$ cat src/design/bdq_pkg.sv
// shared constants, types and operation codes for the bounded deque
// no dependencies
package bdq_pkg;

	localparam int DEPTH      = 16;
	localparam int VALUE_BITS = 32;
	// the handle port is 32 bits, so stored entries never need more
	localparam int ENTRY_BITS = (VALUE_BITS < 32) ? VALUE_BITS : 32;
	localparam int CNT_BITS   = $clog2(DEPTH + 1);
	localparam int IDX_BITS   = $clog2(DEPTH);

	typedef logic [ENTRY_BITS-1:0] entry_t;
	typedef logic [CNT_BITS-1:0]   count_t;
	typedef logic [IDX_BITS-1:0]   index_t;

	localparam logic [2:0] KIND_PUSH_FRONT = 3'd0;
	localparam logic [2:0] KIND_PUSH_BACK  = 3'd1;
	localparam logic [2:0] KIND_POP_FRONT  = 3'd2;
	localparam logic [2:0] KIND_POP_BACK   = 3'd3;
	localparam logic [2:0] KIND_PEEK_FRONT = 3'd4;
	localparam logic [2:0] KIND_PEEK_BACK  = 3'd5;
	localparam logic [2:0] KIND_REMOVE     = 3'd6;

	localparam logic [1:0] ST_OK    = 2'd0;
	localparam logic [1:0] ST_EMPTY = 2'd1;
	localparam logic [1:0] ST_FULL  = 2'd2;

	// broadcast to every cell of the row
	typedef struct packed {
		logic   push_front;
		logic   push_back;
		logic   pop_front;
		logic   remove;
		entry_t key;
	} cell_cmd_t;

endpackage

$ cat src/design/bounded_deque_with_remove_top.sv
// each result, with its status and occupancy, is registered straight from the accepted input
// throughput: one operation per cycle while the input is not stalled; the cell row matches and shifts on acceptance
// stall on the input follows only a held result the output side has not taken
// reset clears the entry count and the output valid; entry contents stay undefined
// top level of the bounded deque; uses bdq_pkg and bdq_cell
module bounded_deque_with_remove_top (
	input  logic        clk,
	input  logic        arst_n,
	input  logic        in_valid,
	output logic        in_stall,
	input  logic [2:0]  kind,
	input  logic [31:0] value,
	output logic        out_valid,
	input  logic        out_stall,
	output logic [31:0] result_value,
	output logic [1:0]  status,
	output logic [4:0]  occupancy
);

	bdq_pkg::count_t    count_q;
	bdq_pkg::count_t    count_next;
	logic               out_valid_q;
	bdq_pkg::entry_t    result_q;
	logic [1:0]         status_q;
	bdq_pkg::count_t    occ_q;

	logic               accept;
	logic               full;
	logic               empty;
	bdq_pkg::cell_cmd_t cmd;
	bdq_pkg::entry_t    cell_data [bdq_pkg::DEPTH];
	logic [bdq_pkg::DEPTH-1:0] occ;
	logic [bdq_pkg::DEPTH-1:0] tail;
	logic [bdq_pkg::DEPTH:0]   hit;
	bdq_pkg::index_t    back_idx;
	bdq_pkg::entry_t    res_next;
	logic [1:0]         st_next;

	assign in_stall = out_valid_q && out_stall;
	assign accept   = in_valid && !in_stall;
	assign full     = (count_q == bdq_pkg::count_t'(bdq_pkg::DEPTH));
	assign empty    = (count_q == '0);
	assign back_idx = bdq_pkg::IDX_BITS'(count_q - 1'b1);

	always_comb begin
		cmd.key        = value[bdq_pkg::ENTRY_BITS-1:0];
		cmd.push_front = accept && (kind == bdq_pkg::KIND_PUSH_FRONT) && !full;
		cmd.push_back  = accept && (kind == bdq_pkg::KIND_PUSH_BACK) && !full;
		cmd.pop_front  = accept && (kind == bdq_pkg::KIND_POP_FRONT) && !empty;
		cmd.remove     = accept && (kind == bdq_pkg::KIND_REMOVE);
	end

	assign hit[0] = 1'b0;

	for (genvar i = 0; i < bdq_pkg::DEPTH; i++) begin : g_cell
		bdq_pkg::entry_t prev_d;
		bdq_pkg::entry_t next_d;

		assign occ[i]  = (bdq_pkg::CNT_BITS'(i) < count_q);
		assign tail[i] = (bdq_pkg::CNT_BITS'(i) == count_q);

		if (i == 0) begin : g_head
			assign prev_d = cmd.key;
		end else begin : g_mid
			assign prev_d = cell_data[i-1];
		end

		if (i == bdq_pkg::DEPTH - 1) begin : g_last
			assign next_d = cell_data[i];
		end else begin : g_inner
			assign next_d = cell_data[i+1];
		end

		bdq_cell u_cell (
			.clk       (clk),
			.cmd       (cmd),
			.occupied  (occ[i]),
			.tail      (tail[i]),
			.prev_data (prev_d),
			.next_data (next_d),
			.hit_in    (hit[i]),
			.data      (cell_data[i]),
			.hit_out   (hit[i+1])
		);
	end

	always_comb begin
		res_next   = '0;
		st_next    = bdq_pkg::ST_OK;
		count_next = count_q;
		case (kind)
			bdq_pkg::KIND_PUSH_FRONT, bdq_pkg::KIND_PUSH_BACK: begin
				if (full) begin
					st_next = bdq_pkg::ST_FULL;
				end else begin
					count_next = bdq_pkg::count_t'(count_q + 1'b1);
				end
			end
			bdq_pkg::KIND_POP_FRONT, bdq_pkg::KIND_POP_BACK,
			bdq_pkg::KIND_PEEK_FRONT, bdq_pkg::KIND_PEEK_BACK: begin
				if (empty) begin
					st_next = bdq_pkg::ST_EMPTY;
				end else begin
					if (kind inside {bdq_pkg::KIND_POP_FRONT, bdq_pkg::KIND_PEEK_FRONT}) begin
						res_next = cell_data[0];
					end else begin
						res_next = cell_data[back_idx];
					end
					if (kind inside {bdq_pkg::KIND_POP_FRONT, bdq_pkg::KIND_POP_BACK}) begin
						count_next = bdq_pkg::count_t'(count_q - 1'b1);
					end
				end
			end
			bdq_pkg::KIND_REMOVE: begin
				if (hit[bdq_pkg::DEPTH]) begin
					count_next = bdq_pkg::count_t'(count_q - 1'b1);
				end else begin
					st_next = bdq_pkg::ST_EMPTY;
				end
			end
			default: begin
				st_next = bdq_pkg::ST_OK;
			end
		endcase
	end

	always_ff @(posedge clk or negedge arst_n) begin
		if (!arst_n) begin
			count_q     <= '0;
			out_valid_q <= 1'b0;
		end else if (accept) begin
			count_q     <= count_next;
			out_valid_q <= 1'b1;
		end else if (!out_stall) begin
			out_valid_q <= 1'b0;
		end
	end

	always_ff @(posedge clk) begin
		if (accept) begin
			result_q <= res_next;
			status_q <= st_next;
			occ_q    <= count_next;
		end
	end

	assign out_valid    = out_valid_q;
	assign result_value = 32'(result_q);
	assign status       = status_q;
	assign occupancy    = 5'(occ_q);

endmodule

$ cat src/design/bdq_cell.sv
// one slot of the deque row: holds an entry, matches it against the key
// and takes data from either neighbor or from the key; uses bdq_pkg
module bdq_cell (
	input  logic                clk,
	input  bdq_pkg::cell_cmd_t  cmd,
	input  logic                occupied,
	input  logic                tail,
	input  bdq_pkg::entry_t     prev_data,
	input  bdq_pkg::entry_t     next_data,
	input  logic                hit_in,
	output bdq_pkg::entry_t     data,
	output logic                hit_out
);

	bdq_pkg::entry_t data_q;
	logic            match;

	assign match   = occupied && (data_q == cmd.key);
	// a hit at or ahead of this slot makes it take the entry behind it, closing the gap
	assign hit_out = hit_in | match;
	assign data    = data_q;

	always_ff @(posedge clk) begin
		if (cmd.push_front) begin
			data_q <= prev_data;
		end else if (cmd.push_back && tail) begin
			data_q <= cmd.key;
		end else if (cmd.pop_front || (cmd.remove && hit_out)) begin
			data_q <= next_data;
		end
	end

endmodule

$ cat config.mk
export PLATFORM = sky130hd
export DESIGN_NAME = bounded_deque_with_remove_top
export DESIGN_NICKNAME = d
export VERILOG_FILES = /design/src/design/bdq_pkg.sv /design/src/design/bounded_deque_with_remove_top.sv /design/src/design/bdq_cell.sv
export SDC_FILE = /design/constraint.sdc
export NUM_CORES = 2
export LEC_CHECK = 0
export ABC_AREA = 1
export ABC_CLOCK_PERIOD_IN_PS = 4500
export BUFFER_PORTS_ARGS = -buffer_cell sky130_fd_sc_hd__buf_4
export CAP_MARGIN = 20
export CELL_PAD_IN_SITES_DETAIL_PLACEMENT = 1
export CELL_PAD_IN_SITES_GLOBAL_PLACEMENT = 1
export CORE_ASPECT_RATIO = 1.4
export CORE_MARGIN = 2
export CORE_UTILIZATION = 45
export CTS_BUF_LIST = sky130_fd_sc_hd__clkbuf_2
export DETAILED_ROUTE_END_ITERATION = 8
export HOLD_SLACK_MARGIN = 0.02
export PLACE_DENSITY = 0.84
export SYNTH_ARGS = -nofsm -noshare
export SYNTH_HDL_FRONTEND = slang
export SYNTH_SLANG_ARGS = --single-unit
$ cat constraint.sdc
create_clock -name clk -period 4.5 [get_ports clk]
set_clock_uncertainty 0.2 [all_clocks]
set_input_delay 0.225 -clock clk [delete_from_list [all_inputs] [get_ports clk]]
set_output_delay 0.225 -clock clk [all_outputs]
set_load 0.01 [all_outputs]
**After elaboration in Yosys (flattened, before gate mapping)**

Cells that the tools add are included.

- $add $sub $neg: 2
- Order comparisons: 17
- Equal/unequal tests: 39
- Mux-type cells: 62
- Bitwise operators: 17
- Reductions and logical operators: 97

Operators by type and width:

| operator | count |
|---|---|
| $mux 32 | 50 |
| $eq 32x32->1 | 16 |
| $bmux 32 s4 | 1 |
| $logic_and 1x1->1 | 56 |
| $reduce_bool 3->1 | 15 |
| $eq 4x5->1 const A | 8 |
| $lt 4x5->1 const A | 8 |
| $eq 3x5->1 const A | 4 |
| $lt 3x5->1 const A | 4 |
| $mux 5 | 4 |
| $logic_or 1x1->1 | 15 |
| $or 1x1->1 | 15 |
| $pmux 5 s3 | 1 |
| $eq 2x5->1 const A | 2 |
| $lt 1x5->1 const A | 2 |
| $lt 2x5->1 const A | 2 |
| $eq 3x3->1 const B | 3 |
| $eq 3x2->1 const B | 2 |
| $pmux 2 s3 | 1 |
| $reduce_bool 2->1 | 3 |
| $add 5x1->5 const B | 1 |
| $eq 1x5->1 const A | 1 |
| $eq 5x5->1 const B | 1 |
| $ge 5x5->1 const B | 1 |
| 12 further kinds | 18 |

- Register bits: 557
- Bits of input ports: 39
- Word-level logic and storage cells: 255

**Longest topological paths before layout**

- Word-level depth: 21
- Gate-level depth with buffers: 22
- Gate-level depth less buffers: 21

**Hierarchy**

A second synthesis with hierarchy kept.

- Cells, all modules: 6,450
- Area, all modules: 42,751.0 um^2

By module, submodules not included:

| module | instances | cells each | area each (um^2) | sequential area each (um^2) |
|---|---|---|---|---|
| bdq_cell | 16 | 308 | 2,190.9 | 960.9 |
| bounded_deque_with_remove_top | 1 | 1,522 | 7,697.4 | 1,321.3 |

**Least setup slack after synthesis**

No wires, ideal clock.

- Kind: register to register
- From: register count_q[0]
- To: register g_cell[15].u_cell.data_q[0], enable pin
- Arrival time: 4.235 ns
- Setup slack: -0.400 ns
- Stages on the path, launching flop included: 12
- Path buffers: 4
- Cells stage by stage: dfrtp_1 inv_1 clkbuf_1 clkbuf_1 clkbuf_1 clkbuf_1 ha_1 nand3_1 nand2_1 clkinv_1 nand2_1 o21ai_0

- Word-level cells in the longest chain between the ends: 5
- Elaborated cells on any way between the ends: 7
- Those cells by class: 2 x eq/ne; 5 x reduce/logical

Ends and longest elaborated chain:

| item | line | source |
|---|---|---|
| start, declared | bounded_deque_with_remove_top.sv:20 | `bdq_pkg::count_t count_q;` |
| start signal, assigned | bounded_deque_with_remove_top.sv:132 | `count_q <= count_next;` |
| $eq 5x5->1 | bounded_deque_with_remove_top.sv:41 | `assign full = (count_q == bdq_pkg::count_t'(bdq_pkg::DEPTH));` |
| $logic_not 1->1 | bounded_deque_with_remove_top.sv:47, bounded_deque_with_remove_top.sv:48 |  |
| $logic_and 1x1->1 | bounded_deque_with_remove_top.sv:48 | `cmd.push_back = accept && (kind == bdq_pkg::KIND_PUSH_BACK) && !full;` |
| $logic_and 1x1->1 | bdq_cell.sv:26 | `end else if (cmd.push_back && tail) begin` |
| $reduce_bool 2->1 (no source line) * | -- |  |
| end signal, assigned | bdq_cell.sv:25 | `data_q <= prev_data;` |
| end signal, assigned | bdq_cell.sv:27 | `data_q <= cmd.key;` |
| end signal, assigned | bdq_cell.sv:29 | `data_q <= next_data;` |
| end, declared | bdq_cell.sv:15 | `bdq_pkg::entry_t data_q;` |

Mark *: on every way between the ends. The rest lies on a longest branch, timed or not.
A chain may end at the register's enable or synchronous reset.

**Worst setup path in the final report**

- From: register count_q[1]
- To: register g_cell[13].u_cell.data_q[27], enable pin

- Word-level cells in the longest chain between the ends: 18
- Elaborated cells on any way between the ends: 53
- Those cells by class: 14 x order compare; 2 x eq/ne; 13 x bitwise; 24 x reduce/logical

Ends and longest elaborated chain:

| item | line | source |
|---|---|---|
| $lt 1x5->1 | bounded_deque_with_remove_top.sv:59 | `assign occ[i] = (bdq_pkg::CNT_BITS'(i) < count_q);` |
| $logic_and 1x1->1 | bdq_cell.sv:18 | `assign match = occupied && (data_q == cmd.key);` |
| $or 1x1->1 (13 in series) | bdq_cell.sv:20 | `assign hit_out = hit_in \| match;` |
| $logic_and 1x1->1 | bdq_cell.sv:28 | `end else if (cmd.pop_front \|\| (cmd.remove && hit_out)) begin` |
| $logic_or 1x1->1 | bdq_cell.sv:28 |  |
| $reduce_bool 3->1 (no source line) * | -- |  |
| end signal, assigned | bdq_cell.sv:25 |  |
| end signal, assigned | bdq_cell.sv:27 |  |
| end signal, assigned | bdq_cell.sv:29 |  |
| end, declared | bdq_cell.sv:15 |  |

Marks and branches as above.

==> impl_metrics.json <==
{
  "row_count": 129,
  "grt_pass1_wl_mm": 315,
  "tightest_slew_ns": 1.24,
  "drc": 0,
  "fp.dieH_um": 356,
  "detail_route.iter0.violations": 6280,
  "fill_cells": 11000,
  "maxSlewViolCount": 0,
  "required_ns": 5.56,
  "initial_core_util_pct": 45.2,
  "mostFrequentLayoutCells": "nand2_1 (925), o21ai_0 (850), edfxtp_1 (551)",
  "drt-total-wl_mm": 223,
  "postCtsSetupBuffers": 0,
  "cp_max_fo": 32,
  "firstDrtPassIters": 6,
  "grt_max_degree": 231,
  "synthArstFlopShare_pct": 1.08,
  "maxSlewHeadroom_pct": 17.1,
  "final_antenna_net_count": 0,
  "synth_area_sq_mm": 0.0398,
  "ys_types": 54,
  "syn-instance-count": 5223,
  "htreeDepth": 4,
  "cp-start-kind": "flip-flop",
  "drive_gt1_share_pct": 10.7,
  "max-clock-path-buffers": 3,
  "fin_nets": 5335,
  "io_pins": 80,
  "clkLatencyLatePin_ns": 1.69,
  "period_needed_ns": 4.49,
  "avgSynthCellArea_sq_um": 7.61,
  "maxCapViolations": 0,
  "arrival_ns": 5.56,
  "synth_flop_cell": "edfxtp_1",
  "path_clk_slew_ns": 0.12,
  "seq_area_frac_synth_pct": 42.0,
  "crit_path_end_kind": "flip-flop",
  "hold_viol_final": 0,
  "antenna_found_initial": 12,
  "rsz0062_at_grt": "no",
  "pwr_density_cell_mw_per_mm2": 394,
  "cp_common_cell": "nor2_4",
  "final_common_cell": "nand2_1",
  "worstPathCellList": "clkinv_1 -> o21ai_0 -> nand3_2 -> inv_1 -> nand4_1 -> nor2_1 -> nor2_4 -> nand4_4 -> nor2_4 -> nand4_2 -> nor2_4 -> o211ai_1 -> buf_12",
  "p_sw_mw": 8.13,
  "avgViaCountPerCell": 6.63,
  "vdd_drop_max_v": 0.000347,
  "ys_warn_count": 0,
  "synth_top_area_share_pct": 41.6,
  "reg2reg_setup_slack_ns": 0.008,
  "fin_hold_ws_ns": 0.0602,
  "power_frac_comb_pct": 41.0,
  "setup_viol": 0,
  "switching_share_pct": 46.6,
  "synth_area_leaders": "edfxtp_1 (42%), o21ai_0 (11%), nand2_1 (8.8%), a21oi_1 (4.8%), o211ai_1 (4.7%)",
  "cts_tree": "done",
  "seqPwrFrac_pct": 35.8,
  "fin_setup_tns_ns": 0,
  "synth_enable_flop_cells": 551,
  "core-area_sq_mm": 0.0880,
  "grt_util_all_layers_pct": 49.3,
  "vias": 43700,
  "area_growth_pct": 11.3,
  "p_clk_share_pct": 23.1,
  "clock-sinks": 557,
  "grt_pass1_vias": 43200,
  "gp_congestion": 1.03,
  "grt_overflow_total": 0,
  "leakage_nw": 18.0,
  "p_int_mw": 9.32,
  "dieArea_sq_mm": 0.0908,
  "avgRoutedWirePerCell_um": 33.8,
  "hpwlAfterDp_mm": 158,
  "cts_root_buf": "clkbuf_2",
  "critPathSlowestCell": "o21ai_0",
  "status": "finished, final reports clean",
  "cp_slowest_stage_delay_ns": 0.57,
  "yosysTopAreaCell": "edfxtp_1",
  "fin_crit_sh_pct": 99.8,
  "die_w_um": 255,
  "syn-num-nets": 5269,
  "max_clock_freq_mhz": 223,
  "synth_seq_cells": 557,
  "cts_buffers": 154,
  "crit_type": "reg2reg",
  "hold_path_class": "in2reg",
  "port_buffers": 79
}
## final timing paths
path	cells past startpoint	startpoint	to
min in group asynchronous	5	arst_n	count_q[4]$_DFFE_PN0P_
setup reg to reg	13	count_q[1]$_DFFE_PN0P_	g_cell[13].u_cell.data[27]$_DFFE_PP_
hold / removal	5	value[19]	g_cell[0].u_cell.data[19]$_DFFE_PP_
max in group asynchronous	5	arst_n	count_q[0]$_DFFE_PN0P_
setup / recovery	13	count_q[1]$_DFFE_PN0P_	g_cell[13].u_cell.data[27]$_DFFE_PP_
hold reg to reg	2	g_cell[13].u_cell.data[26]$_DFFE_PP_	g_cell[12].u_cell.data[26]$_DFFE_PP_
## power by group through the flow
stage | Sequential (mW) | Combinational, mW | Clock (mW)
2_1_floorplan | 6.29 | 3.69 | 0
3_5_place_dp | 6.36 | 6.58 | 0
3_3_place_gp | 6.34 | 6.43 | 0
6_report | 6.25 | 7.15 | 4.04
4_1_cts | 6.24 | 6.70 | 4.03
5_1_grt | 6.27 | 7.41 | 4.25
## worst max-delay path, delay by kind of cell (launching register included)
kind                   cells  cell delay [ns]
DFF                        1             0.42
buffers and inverters      3             1.03
and+or+nand+nor            8             1.49
AOI/OAI and AO/OA          2             0.95
## registers in the layout, summed over array words and instances (netlist names)
register and cells:
out_valid 1, result_value 32, occupancy 5, count_q 5, g_cell.u_cell.data 512, status 2
## repair_timing
action | in CTS | in global routing
setup endpoints to repair | 0 | 107
hold endpoints to repair | 1100 | 9
hold buffers | 102 | 1
gates resized for setup | 0 | 1
## final cells by class
type / count / area (sq um) / area share, %
multi-input cells: 3740 / 19600 / 44.2
repair buffers: 361 / 3320 / 7.51
diodes: 14 / 35.0 / 0.0791
inverters: 475 / 1790 / 4.04
well taps: 1179 / 1480 / 3.33
clock inverters: 36 / 206 / 0.466
clock buffers: 230 / 1150 / 2.60
flip-flops and latches: 557 / 16700 / 37.7
## cell usage after synthesis (all sizes together), types with 3 or more instances
library cell,count
nand4,72
nand3,282
o22ai,97
nor2,416
nor4,47
nor3,19
dfrtp,6
nor3b,4
ha,7
o211ai,247
buf,116
edfxtp,551
clkbuf,335
xnor2,157
a2111oi,4
inv,466
nor4b,8
a211oi,3
nand2,937
a221oi,14
o2111ai,10
a31oi,35
a21boi,3
o21ai,858
a21oi,385
clkinv,9
o221ai,5
xor2,120
## cell families after synthesis
logic type | after synthesis | synth area share, %
flops | 557 | 42.0
simple gates | 1792 | 19.2
xor+xnor | 277 | 6.10
compound gates | 1664 | 23.3
buf+inv | 926 | 9.15
fa+ha+maj | 7 | 0.220
## metal layers
metal	global-route usage [%]	part of all wire, %
met5	0	0.014
met4	50.5	13
met3	12.4	11
met2	75.2	44
met1	54.3	32
## through the flow
step / utilization [%] / setup slack, ns / power [mW] / area [sq um] / std cells
finish: 50.3 / 0.00846 / 17.4 / 44300 / 6592
global route: 50.3 / 0.0156 / 17.9 / 44300 / 6587
CTS: 50.2 / 0.0234 / 17.0 / 44200 / 6575
global placement: 47.5 / 0.0585 / 12.8 / 41800 / 6205
detailed placement: 47.5 / 0.393 / 12.9 / 41800 / 6207
floorplan: - / 0.0449 / 9.98 / 39800 / 5223
No activity file was read; power rests on OpenSTA's default activity.
